File: src/sv/tfsi_pkg.sv
package tfsi_pkg;

	// output class codes
	typedef enum logic [1:0] {
		CLS_SLOW   = 2'd0,
		CLS_MEDIUM = 2'd1,
		CLS_FAST   = 2'd2
	} cls_t;

	// weight breakpoints in Q4
	localparam logic [8:0] W_LO  = 9'd80;
	localparam logic [8:0] W_MID = 9'd160;
	localparam logic [8:0] W_HI  = 9'd240;
	// height breakpoints in Q4
	localparam logic [7:0] H_LO  = 8'd32;
	localparam logic [7:0] H_MID = 8'd96;
	localparam logic [7:0] H_HI  = 8'd160;

	localparam int unsigned SPEED_MAX = 3072;

	// class from the sum of the two label indices
	function automatic cls_t class_of(input logic [1:0] hi, input logic [1:0] wi);
		logic [2:0] s;
		s = {1'b0, hi} + {1'b0, wi};
		if (s <= 3'd1) return CLS_SLOW;
		else if (s == 3'd2) return CLS_MEDIUM;
		else return CLS_FAST;
	endfunction

	// indices of the strongest and runner-up label, ties to the lower index
	function automatic logic [3:0] top_two(input logic [16:0] m0, input logic [16:0] m1,
		input logic [16:0] m2);
		logic [1:0] a;
		logic [1:0] b;
		a = 2'd0;
		if (m1 > m0) a = 2'd1;
		if (a == 2'd0) begin
			if (m2 > m0) a = 2'd2;
		end else begin
			if (m2 > m1) a = 2'd2;
		end
		unique case (a)
			2'd0: b = (m2 > m1) ? 2'd2 : 2'd1;
			2'd1: b = (m2 > m0) ? 2'd2 : 2'd0;
			default: b = (m1 > m0) ? 2'd1 : 2'd0;
		endcase
		return {b, a};
	endfunction

endpackage

File: src/sv/tfsi_fuzz.sv
// stage 1: fuzzify both inputs into three memberships each
module tfsi_fuzz import tfsi_pkg::*; #(
	parameter int MU_FRAC_BITS = 8
) (
	input  logic                   clk,
	input  logic                   arst_n,
	input  logic                   en,
	input  logic                   vin,
	input  logic [8:0]             weight_q4,
	input  logic [7:0]             height_q4,
	output logic                   v_s1,
	output logic [MU_FRAC_BITS:0]  wmu_s1 [3],
	output logic [MU_FRAC_BITS:0]  hmu_s1 [3]
);
	localparam int MW = MU_FRAC_BITS + 1;
	localparam int RW = 7 + MU_FRAC_BITS;
	localparam int QW = MU_FRAC_BITS + 3;
	localparam int KW = 20;
	localparam int KS = 22;
	localparam logic [KW-1:0] RECIP5 = 20'd838861;
	localparam logic [MW-1:0] ONE = MW'(1) << MU_FRAC_BITS;

	logic [MW-1:0] wmu [3];
	logic [MW-1:0] hmu [3];

	// ramp of the weight: distance scaled by 2^F over 80, the factor 16 folded
	// into the shift and the 5 taken by a reciprocal multiply, exact below 2^22
	function automatic logic [MW-1:0] wramp(input logic [8:0] d);
		logic [QW-1:0]    m;
		logic [QW+KW-1:0] p;
		m = QW'(d) << (MU_FRAC_BITS - 4);
		p = (QW+KW)'(m) * (QW+KW)'(RECIP5);
		return MW'(p >> KS);
	endfunction

	// ramp of the height: distance below 64, shift by 6
	function automatic logic [MW-1:0] hramp(input logic [7:0] d);
		logic [RW-1:0] n;
		n = RW'(d) << MU_FRAC_BITS;
		return MW'(n >> 6);
	endfunction

	// weight memberships
	always_comb begin
		wmu[0] = '0; wmu[1] = '0; wmu[2] = '0;
		if (weight_q4 != 9'd0) begin
			if (weight_q4 <= W_LO) wmu[0] = ONE;
			else if (weight_q4 < W_MID) wmu[0] = wramp(W_MID - weight_q4);
			if (weight_q4 > W_LO && weight_q4 < W_MID) wmu[1] = wramp(weight_q4 - W_LO);
			else if (weight_q4 == W_MID) wmu[1] = ONE;
			else if (weight_q4 > W_MID && weight_q4 < W_HI)
				wmu[1] = wramp(W_HI - weight_q4);
			if (weight_q4 > W_MID && weight_q4 < W_HI) wmu[2] = wramp(weight_q4 - W_MID);
			else if (weight_q4 >= W_HI) wmu[2] = ONE;
		end
	end

	// height memberships
	always_comb begin
		hmu[0] = '0; hmu[1] = '0; hmu[2] = '0;
		if (height_q4 != 8'd0) begin
			if (height_q4 <= H_LO) hmu[0] = ONE;
			else if (height_q4 < H_MID) hmu[0] = hramp(H_MID - height_q4);
			if (height_q4 > H_LO && height_q4 < H_MID) hmu[1] = hramp(height_q4 - H_LO);
			else if (height_q4 == H_MID) hmu[1] = ONE;
			else if (height_q4 > H_MID && height_q4 < H_HI)
				hmu[1] = hramp(H_HI - height_q4);
			if (height_q4 > H_MID && height_q4 < H_HI) hmu[2] = hramp(height_q4 - H_MID);
			else if (height_q4 >= H_HI) hmu[2] = ONE;
		end
	end

	// valid bit
	always_ff @(posedge clk or negedge arst_n) begin
		if (!arst_n) v_s1 <= 1'b0;
		else if (en) v_s1 <= vin;
	end

	// membership registers
	always_ff @(posedge clk) begin
		if (en) begin
			wmu_s1 <= wmu;
			hmu_s1 <= hmu;
		end
	end
endmodule

File: src/sv/tfsi_rules.sv
// stages 2 and 3: rule selection, strengths, then weighted products
module tfsi_rules import tfsi_pkg::*; #(
	parameter int MU_FRAC_BITS = 8
) (
	input  logic                        clk,
	input  logic                        arst_n,
	input  logic                        en,
	input  logic                        v_s1,
	input  logic [MU_FRAC_BITS:0]       wmu_s1 [3],
	input  logic [MU_FRAC_BITS:0]       hmu_s1 [3],
	output logic                        v_s3,
	output logic [2*MU_FRAC_BITS+5:0]   num_s3,
	output logic [MU_FRAC_BITS+1:0]     den_s3,
	output cls_t                        c1_s3,
	output cls_t                        c2_s3
);
	localparam int MW = MU_FRAC_BITS + 1;
	localparam int ZW = MU_FRAC_BITS + 5;
	localparam int PW = 2 * MU_FRAC_BITS + 6;
	localparam logic [ZW-1:0] ONE = ZW'(1) << MU_FRAC_BITS;

	logic [3:0]    wsel, hsel;
	logic [MW-1:0] a1, a2, b1, b2;
	logic          v_s2;
	logic [MW-1:0] s1_s2, s2_s2;
	cls_t          c1_s2, c2_s2;
	logic [ZW-1:0] z1, z2;
	logic [PW-1:0] p1, p2;

	function automatic logic [ZW-1:0] rule_out(input cls_t c, input logic [MW-1:0] a);
		logic [ZW-1:0] a4;
		a4 = ZW'(a) << 2;
		unique case (c)
			CLS_SLOW:   return (ONE << 3) - a4;
			CLS_MEDIUM: return (ONE << 2) + a4;
			default:    return (ONE << 3) + a4;
		endcase
	endfunction

	// choose labels and form strengths
	always_comb begin
		wsel = top_two(17'(wmu_s1[0]), 17'(wmu_s1[1]), 17'(wmu_s1[2]));
		hsel = top_two(17'(hmu_s1[0]), 17'(hmu_s1[1]), 17'(hmu_s1[2]));
		a1 = wmu_s1[wsel[1:0]];
		a2 = wmu_s1[wsel[3:2]];
		b1 = hmu_s1[hsel[1:0]];
		b2 = hmu_s1[hsel[3:2]];
	end

	// rule outputs and products
	always_comb begin
		z1 = rule_out(c1_s2, s1_s2);
		z2 = rule_out(c2_s2, s2_s2);
		p1 = PW'(s1_s2) * PW'(z1);
		p2 = PW'(s2_s2) * PW'(z2);
	end

	always_ff @(posedge clk or negedge arst_n) begin
		if (!arst_n) begin
			v_s2 <= 1'b0;
			v_s3 <= 1'b0;
		end else if (en) begin
			v_s2 <= v_s1;
			v_s3 <= v_s2;
		end
	end

	always_ff @(posedge clk) begin
		if (en) begin
			s1_s2  <= (a1 < b1) ? a1 : b1;
			s2_s2  <= (a2 < b2) ? a2 : b2;
			c1_s2  <= class_of(hsel[1:0], wsel[1:0]);
			c2_s2  <= class_of(hsel[3:2], wsel[3:2]);
			num_s3 <= p1 + p2;
			den_s3 <= (MU_FRAC_BITS+2)'(s1_s2) + (MU_FRAC_BITS+2)'(s2_s2);
			c1_s3  <= c1_s2;
			c2_s3  <= c2_s2;
		end
	end
endmodule

File: src/sv/tfsi_div.sv
// pipelined restoring divider, one quotient bit per stage
module tfsi_div import tfsi_pkg::*; #(
	parameter int MU_FRAC_BITS = 8
) (
	input  logic                       clk,
	input  logic                       arst_n,
	input  logic                       en,
	input  logic                       v_in,
	input  logic [2*MU_FRAC_BITS+5:0]  num,
	input  logic [MU_FRAC_BITS+1:0]    den,
	input  cls_t                       c1,
	input  cls_t                       c2,
	output logic                       v_out,
	output logic [11:0]                speed,
	output logic                       none,
	output cls_t                       c1_out,
	output cls_t                       c2_out
);
	// quotient = (num<<8) / (den<<F) = num / (den << (F-8))
	// saturated at 3072, so 13 quotient bits suffice after a high overflow check
	localparam int NW = 2 * MU_FRAC_BITS + 6;
	localparam int DW = MU_FRAC_BITS + 2;
	localparam int SH = MU_FRAC_BITS - 8;
	localparam int QB = 13;
	localparam int RW = DW + QB + 1;
	localparam int XW = NW + 8;
	localparam int N  = QB;

	// dividend widened by 8 bits, and shifted up instead of scaling the divisor when F < 8
	logic [XW-1:0] xnum;
	logic [RW+NW-1:0] dsc;
	assign xnum = (SH >= 0) ? XW'(num) : (XW'(num) << (-SH));

	logic [N:0]       v_p;
	logic [XW-1:0]    rem_p [N+1];
	logic [RW+NW-1:0] d_p [N+1];
	logic [QB-1:0]    q_p [N+1];
	logic             ovf_p [N+1];
	logic             z_p [N+1];
	cls_t             c1_p [N+1];
	cls_t             c2_p [N+1];

	assign dsc = (SH >= 0) ? ((RW+NW)'(den) << ((SH >= 0) ? SH : 0)) : (RW+NW)'(den);

	// entry stage: a quotient of 2^13 or more saturates anyway
	always_comb begin
		v_p[0]   = v_in;
		rem_p[0] = xnum;
		d_p[0]   = dsc;
		q_p[0]   = '0;
		ovf_p[0] = ((RW+NW+QB)'(xnum) >= ((RW+NW+QB)'(dsc) << QB));
		z_p[0]   = (den == '0);
		c1_p[0]  = c1;
		c2_p[0]  = c2;
	end

	for (genvar i = 0; i < N; i++) begin : g_st
		localparam int B = N - 1 - i;
		logic [RW+NW+QB-1:0] t;
		logic                ge;
		assign t  = (RW+NW+QB)'(d_p[i]) << B;
		assign ge = (RW+NW+QB)'(rem_p[i]) >= t;
		always_ff @(posedge clk or negedge arst_n) begin
			if (!arst_n) v_p[i+1] <= 1'b0;
			else if (en) v_p[i+1] <= v_p[i];
		end
		always_ff @(posedge clk) begin
			if (en) begin
				rem_p[i+1] <= ge ? XW'((RW+NW+QB)'(rem_p[i]) - t) : rem_p[i];
				q_p[i+1]   <= q_p[i] | (ge ? (QB'(1) << B) : '0);
				d_p[i+1]   <= d_p[i];
				ovf_p[i+1] <= ovf_p[i];
				z_p[i+1]   <= z_p[i];
				c1_p[i+1]  <= c1_p[i];
				c2_p[i+1]  <= c2_p[i];
			end
		end
	end

	// saturate and force zero when no rule fired
	always_comb begin
		v_out  = v_p[N];
		none   = z_p[N];
		c1_out = c1_p[N];
		c2_out = c2_p[N];
		if (z_p[N]) speed = '0;
		else if (ovf_p[N] || q_p[N] > QB'(SPEED_MAX)) speed = 12'(SPEED_MAX);
		else speed = q_p[N][11:0];
	end
endmodule

File: src/sv/two_input_fuzzy_speed_inference.sv
// channel  dir  fields (low bit first)
// s_axis   in   tdata: weight_q4[8:0], height_q4[16:9]
// m_axis   out  tdata: speed_q8[11:0], no_rule_fired[12], first_class[14:13],
//                      second_class[16:15]
// one item enters per cycle while the output is not stalled; the path is 3 stages plus
// 13 divider stages plus an output register, set by the one-bit-per-stage quotient pipeline
// arst_n clears all valid bits; payload registers are not reset
// a stalled output holds the whole pipeline; input ready follows the output
// side in the same cycle so nothing is lost or repeated
module two_input_fuzzy_speed_inference import tfsi_pkg::*; #(
	parameter int MU_FRAC_BITS = 8
) (
	input  logic        clk,
	input  logic        arst_n,
	input  logic        s_axis_tvalid,
	output logic        s_axis_tready,
	input  logic [23:0] s_axis_tdata,   // weight_q4, height_q4
	output logic        m_axis_tvalid,
	input  logic        m_axis_tready,
	output logic [23:0] m_axis_tdata    // speed_q8, no_rule_fired, first_class, second_class
);
	logic                      en;
	logic                      v_s1, v_s3, v_d;
	logic [MU_FRAC_BITS:0]     wmu_s1 [3];
	logic [MU_FRAC_BITS:0]     hmu_s1 [3];
	logic [2*MU_FRAC_BITS+5:0] num_s3;
	logic [MU_FRAC_BITS+1:0]   den_s3;
	cls_t                      c1_s3, c2_s3, c1_d, c2_d;
	logic [11:0]               speed_d;
	logic                      none_d;
	logic                      out_v_q;
	logic [16:0]               out_d_q;

	// pipeline moves when the output register is free or being drained
	assign en = !out_v_q || m_axis_tready;
	assign s_axis_tready = en;

	tfsi_fuzz #(.MU_FRAC_BITS(MU_FRAC_BITS)) u_fuzz (
		.clk, .arst_n, .en, .vin(s_axis_tvalid),
		.weight_q4(s_axis_tdata[8:0]), .height_q4(s_axis_tdata[16:9]),
		.v_s1, .wmu_s1, .hmu_s1
	);

	tfsi_rules #(.MU_FRAC_BITS(MU_FRAC_BITS)) u_rules (
		.clk, .arst_n, .en, .v_s1, .wmu_s1, .hmu_s1,
		.v_s3, .num_s3, .den_s3, .c1_s3, .c2_s3
	);

	tfsi_div #(.MU_FRAC_BITS(MU_FRAC_BITS)) u_div (
		.clk, .arst_n, .en, .v_in(v_s3), .num(num_s3), .den(den_s3),
		.c1(c1_s3), .c2(c2_s3), .v_out(v_d), .speed(speed_d), .none(none_d),
		.c1_out(c1_d), .c2_out(c2_d)
	);

	// output register
	always_ff @(posedge clk or negedge arst_n) begin
		if (!arst_n) out_v_q <= 1'b0;
		else if (en) out_v_q <= v_d;
	end

	always_ff @(posedge clk) begin
		if (en) out_d_q <= {c2_d, c1_d, none_d, speed_d};
	end

	assign m_axis_tvalid = out_v_q;
	assign m_axis_tdata  = {7'd0, out_d_q};
endmodule
File: config.mk
export PLATFORM = sky130hd
export DESIGN_NAME = two_input_fuzzy_speed_inference
export DESIGN_NICKNAME = d
export VERILOG_FILES = /design/src/sv/tfsi_pkg.sv /design/src/sv/tfsi_fuzz.sv /design/src/sv/tfsi_rules.sv /design/src/sv/tfsi_div.sv /design/src/sv/two_input_fuzzy_speed_inference.sv
export SDC_FILE = /design/constraint.sdc
export NUM_CORES = 2
export LEC_CHECK = 0
export BUFFER_PORTS_ARGS = -buffer_cell sky130_fd_sc_hd__clkbuf_2
export CORE_UTILIZATION = 50
export DETAILED_ROUTE_END_ITERATION = 7
export GPL_TIMING_DRIVEN = 0
export PLACE_DENSITY = 0.67
export SYNTH_ARGS = -nofsm -noshare
export SYNTH_HDL_FRONTEND = slang
export SYNTH_HIERARCHICAL = 1
export SYNTH_SLANG_ARGS = --single-unit
File: constraint.sdc
create_clock -name clk -period 28.8 [get_ports clk]
set_input_delay 8.64 -clock clk [delete_from_list [all_inputs] [get_ports clk]]
set_output_delay 8.64 -clock clk [all_outputs]
set_load 0.01 [all_outputs]
### After elaboration in Yosys (flattened, before gate mapping)

Cells that the tools add are included.

| storage, ports and cells | value |
|---|---|
| register bits | 866 |
| memories kept | 0 |
| memory bits (writable) | 0 |
| memory bits (read-only) | 0 |
| latch bits | 0 |
| output and inout port bits | 26 |

| operators by class | value |
|---|---|
| reductions and logical operators | 22 |
| muxes and demuxes | 72 |
| multiply operators | 6 |
| bitwise operators | 20 |
| equal/unequal tests | 8 |
| shift-type cells | 0 |
| div/mod/pow operators | 0 |
| add/sub/neg operators | 30 |
| $lt $le $gt $ge | 41 |

Operator list:

| cell | number |
|---|---|
| 2-to-1 mux 30 bit | 11 |
| 2-to-1 mux 9 bit | 25 |
| OR 13 bit | 12 |
| multiplier 7 x 20 -> 27 bit (second input constant) | 4 |
| binary-select mux 9 bit (select 2 bit) | 4 |
| greater-than comparator 9 bit | 6 |
| case mux 13 bit (2 select lines) | 2 |
| multiplier 9 x 13 -> 22 bit | 2 |
| >= comparator 30 x 10 -> 1 bit | 1 |
| >= comparator 30 x 11 -> 1 bit | 1 |
| >= comparator 30 x 12 -> 1 bit | 1 |
| >= comparator 30 x 13 -> 1 bit | 1 |
| >= comparator 30 x 14 -> 1 bit | 1 |
| >= comparator 30 x 15 -> 1 bit | 1 |
| >= comparator 30 x 16 -> 1 bit | 1 |
| >= comparator 30 x 17 -> 1 bit | 1 |
| >= comparator 30 x 18 -> 1 bit | 1 |
| >= comparator 30 x 19 -> 1 bit | 1 |
| >= comparator 30 x 20 -> 1 bit | 1 |
| >= comparator 30 x 21 -> 1 bit | 1 |
| subtractor 30 x 11 -> 30 bit | 1 |
| subtractor 30 x 12 -> 30 bit | 1 |
| subtractor 30 x 13 -> 30 bit | 1 |
| subtractor 30 x 14 -> 30 bit | 1 |
| 64 further kinds | 117 |

### Longest topological paths before layout

| depth | value |
|---|---|
| depth after elaboration | 12 |
| gate-level depth with buffers | 27 |

### Modules after synthesis

The synthesis kept the hierarchy.

Modules (own cells, without submodules):

| module | seq. area each (um2) | cells an instance | instances | area an instance (um2) |
|---|---|---|---|---|
| tfsi_div | 19603.8 | 2290 | 1 | 30703.2 |
| tfsi_rules | 1731.7 | 1234 | 1 | 11433.5 |
| tfsi_fuzz | 1466.4 | 732 | 1 | 7164.4 |
| two_input_fuzzy_speed_inference | 535.5 | 28 | 1 | 614.3 |

### Least setup slack after synthesis

No wires, ideal clock.

| timing | value |
|---|---|
| path type | input to output |
| start | input m_axis_tready |
| end | output s_axis_tready |
| arrival | 13888 ps |
| slack | 6272 ps |
| data required time | 20160 ps |
| cell stages on the path | 1 |
| cell sequence | nand2b_4 |

| on the way | value |
|---|---|
| word-level cells in the longest chain between the ends | 1 |

RTL lines:

| what | RTL line | text |
|---|---|---|
| from (decl) | two_input_fuzzy_speed_inference.sv:19 | `input logic m_axis_tready,` |
| logical OR 1 bit | two_input_fuzzy_speed_inference.sv:35 | `assign en = !out_v_q \|\| m_axis_tready;` |
| to (decl) | two_input_fuzzy_speed_inference.sv:16 | `output logic s_axis_tready,` |

No other way between the ends.

### Final worst setup path

Ends and elaborated chain as after synthesis.

==> results.rst <==
.. list-table::
   :header-rows: 1

   * - Metric
     - Value
   * - Count of antenna diodes in the layout
     - 0
   * - RSZ-0062 raised after global routing
     - false
   * - GP Congestion
     - 0.868
   * - Antenna-violating nets left
     - 0
   * - Number of enable flip-flop cells after synthesis
     - between 700 and 800
   * - Library cell used as clock root buffer
     - sky130_fd_sc_hd__clkbuf_16
   * - Top post-synthesis cells by count
     - 763 x sky130_fd_sc_hd__edfxtp_1, 524 x sky130_fd_sc_hd__inv_1, 483 x sky130_fd_sc_hd__ha_1
   * - Total Neg Setup Slack
     - 0 ps
   * - Post-CTS Setup Repair Bufs
     - 0
   * - Initial antenna violation count
     - 0
   * - Outcome
     - finished clean
   * - Final worst path period need
     - 20,450 ps
   * - Critical path cell sequence
     - clkbuf_2 > nand2b_4 > buf_12 > buf_16 > buf_16 > buf_16 > buf_16 > buf_16 > buf_16 > clkbuf_2
   * - Utilization of the core after routing
     - a little under three fifths
   * - Critical path capture point type
     - output port
   * - Register-to-Register Setup Slack
     - 20,700 ps
   * - Starting density of the core
     - approximately 51%
   * - Number of distinct library cells after synthesis
     - between 100 and 150
   * - Wire length of the first global-routing pass
     - 163 mm
   * - Final clock skew
     - ~30 ps
   * - Number of placed instances with taps included
     - 5,635
   * - Synth Flop Type
     - sky130_fd_sc_hd__edfxtp_1
   * - Synthesis-to-finish area growth
     - 10.1%
   * - Cell with the most instances on the worst path
     - sky130_fd_sc_hd__buf_16
   * - Data arrival at the endpoint of the critical path
     - between 10,000 and 15,000 ps
   * - Average cell area after synthesis
     - 11.7 µm²
   * - CTS H-tree depth
     - 3
   * - Post-DP HPWL
     - 77.0 mm
   * - Synth Cell Area
     - around 50,000 µm²
   * - Overflow left after global routing
     - 0
   * - Total wire length
     - about 100 mm
   * - Clock-pin slew of the registers on the worst-case setup and hold paths
     - 60 ps
   * - # DRC
     - 0
   * - Port Buf Inserts
     - 39
   * - Max-Slew Margin vs Limit
     - a little over a quarter
   * - Worst skew pair latency
     - 660 ps
   * - Hold-fix buffers, CTS
     - 0
   * - Count of max-cap constraint violations
     - 0
   * - Required arrival time at the worst endpoint
     - around 20,000 ps
   * - Critical-path maximum fanout
     - 72
   * - Global routing usage summed across all routing layers
     - between 15 and 20%
   * - TritonCTS clock tree
     - built
   * - CTS Buf Count
     - 87
   * - Area of the core region
     - between 90,000 and 100,000 µm²
   * - Tcrit/Tclk final
     - a little over 70%
   * - Via-per-instance ratio
     - roughly 5.5
   * - Proportion of synthesized flip-flops having asynchronous set or reset
     - under 10%
   * - Detailed-router iteration count before antenna repair
     - 5
   * - Vias in the first global route
     - 32,100
   * - Critical path startpoint category
     - input port
   * - Portion of the post-synthesis area used by sequential elements
     - a little under half
   * - Leading post-synthesis cells by cell area
     - sky130_fd_sc_hd__edfxtp_1 46%, sky130_fd_sc_hd__ha_1 12%, sky130_fd_sc_hd__fa_1 7.9%
   * - Total I/O pin count
     - 54
   * - CP max stage cell
     - sky130_fd_sc_hd__nand2b_4
   * - Number of pins exceeding their max-slew limit in the final report
     - 0
   * - Critical path class
     - input port to output port
   * - Synthesized netlist cell count
     - around 4,300
   * - Mean routed wirelength per cell
     - ~17 µm
   * - Warnings from Yosys
     - 6
   * - Chip Height
     - around 320 µm
   * - Clk sinks
     - 780
   * - Type of the most critical hold path
     - register to register
   * - Count of nets after finishing
     - about 5,100
   * - Yosys top cell area share
     - 45.9%
   * - Highest Clock Rate
     - 48.9 MHz
   * - Number of setup violations in the final report
     - 0
   * - Die Span X
     - 318 µm
   * - # resized after CTS
     - 0
   * - Pin count of the biggest net entering global routing
     - 75
   * - Most repeated cell in the gate-level netlist after synthesis
     - sky130_fd_sc_hd__edfxtp_1
   * - CP max stage delay
     - around 380 ps
   * - Cell taking the most area after synthesis
     - sky130_fd_sc_hd__edfxtp_1
   * - Site Rows
     - 115
   * - Detailed-route via count
     - 31,700
   * - Hold Fails Final Rpt
     - 0
   * - Post-Layout Cell Count
     - around 5,800
   * - Number of DRC markers after the initial detailed-route iteration
     - approximately 1,900
   * - Worst Max-Slew Pin Slew
     - about 1100 ps
   * - Fraction of final layout cells with drive strength greater than 1
     - 8.41%
   * - Clk buf depth
     - 3
   * - Seq cells post-synth
     - 780
   * - Area enclosed by the die boundary
     - ~100,000 µm²
==> state kept, by name (all words and copies together), names as in the netlist, 9 cells and up <==
| signal | flops |
|---|---|
| u_div/z_p | 12 |
| u_div/c1_p | 24 |
| out_d_q | 17 |
| u_rules/s1_s2 | 9 |
| u_rules/s2_s2 | 9 |
| u_div/c2_p | 24 |
| u_rules/den_s3 | 10 |
| u_fuzz/hmu_s1 | 21 |
| u_div/q_p | 91 |
| u_fuzz/wmu_s1 | 27 |
| u_rules/num_s3 | 20 |
| u_div/v_p | 12 |
| u_div/ovf_p | 13 |
| u_div/d_p | 120 |
| u_div/rem_p | 353 |
==> cell type report <==
type                    count  area (µm²)
fillers                  8393       43700
multi-input cells        2903       24200
flip-flops and latches    780       23300
clock buffers             106        2250
inverters                 526        1980
well taps                1287        1610
clock inverters            54         619
repair buffers             52         522
plain buffers              87         425
==> layer usage <==
| metal | GRT usage (%) | part of all wire (%) |
|---|---|---|
| met5 | 0 | 0 |
| met4 | 7.32 | 3.5 |
| met3 | 2.50 | 3.3 |
| met2 | 35.9 | 51 |
| met1 | 24.4 | 43 |
==> cells in the final DEF, fill, tap and decap left out, types with 56 or more instances in the layout <==
cell type and n:
sky130_fd_sc_hd__xnor2_1 146, sky130_fd_sc_hd__a21o_1 77, sky130_fd_sc_hd__edfxtp_1 763, sky130_fd_sc_hd__nand2_1 262, sky130_fd_sc_hd__nor3_1 82, sky130_fd_sc_hd__nor2_1 250, sky130_fd_sc_hd__nor4_1 65, sky130_fd_sc_hd__fa_1 196
sky130_fd_sc_hd__xor2_1 138, sky130_fd_sc_hd__clkbuf_1 68, sky130_fd_sc_hd__a21oi_1 216, sky130_fd_sc_hd__clkbuf_16 87, sky130_fd_sc_hd__nor2b_1 56, sky130_fd_sc_hd__o21ai_0 120, sky130_fd_sc_hd__ha_1 483, sky130_fd_sc_hd__mux2_2 63
sky130_fd_sc_hd__inv_1 524, sky130_fd_sc_hd__and2_1 79
==> path summary, 6_finish.rpt <==
kind | startpoint | endpoint | depth (start not counted)
max | m_axis_tready | s_axis_tready | 10
max reg2reg | u_rules/s2_s2[1] | u_rules/num_s3[21] | 26
min in group asynchronous | arst_n | u_fuzz/v_s1 | 1
min reg2reg | u_div/q_p[76] | u_div/q_p[63] | 0
max in group asynchronous | arst_n | u_div/v_p[4] | 1
min | u_div/q_p[76] | u_div/q_p[63] | 0
==> per-stage QoR <==
step                hold slack [ps]  worst slack, ps  cell area [µm²]
finish                          402             8350            55000
global route                    410             8110            55000
CTS                             402             8300            55000
detailed placement              405             8300            52100
global placement                401             3320            51800
floorplan                       400             6270            50000
==> kinds of logic after synthesis <==
family	Yosys count	share of synthesized area, %
adders and majority gates	679	20.0
xor gates and xnor gates	284	4.98
DFF	780	46.8
muxes	99	2.22
other	3	0.0226
and+or+nand+nor	1126	11.8
buffers and inverters	613	4.81
AOI/OAI and AO/OA	700	9.42
==> worst max-delay path, delay by kind of cell <==
| family | cells | cell delay [ps] |
|---|---|---|
| and+or+nand+nor | 1 | 380 |
| buffers and inverters | 9 | 2590 |
Power is left out: the tool's default activity adds up to more than one toggle a clock period on the data nets, which glitch-free logic cannot reach.
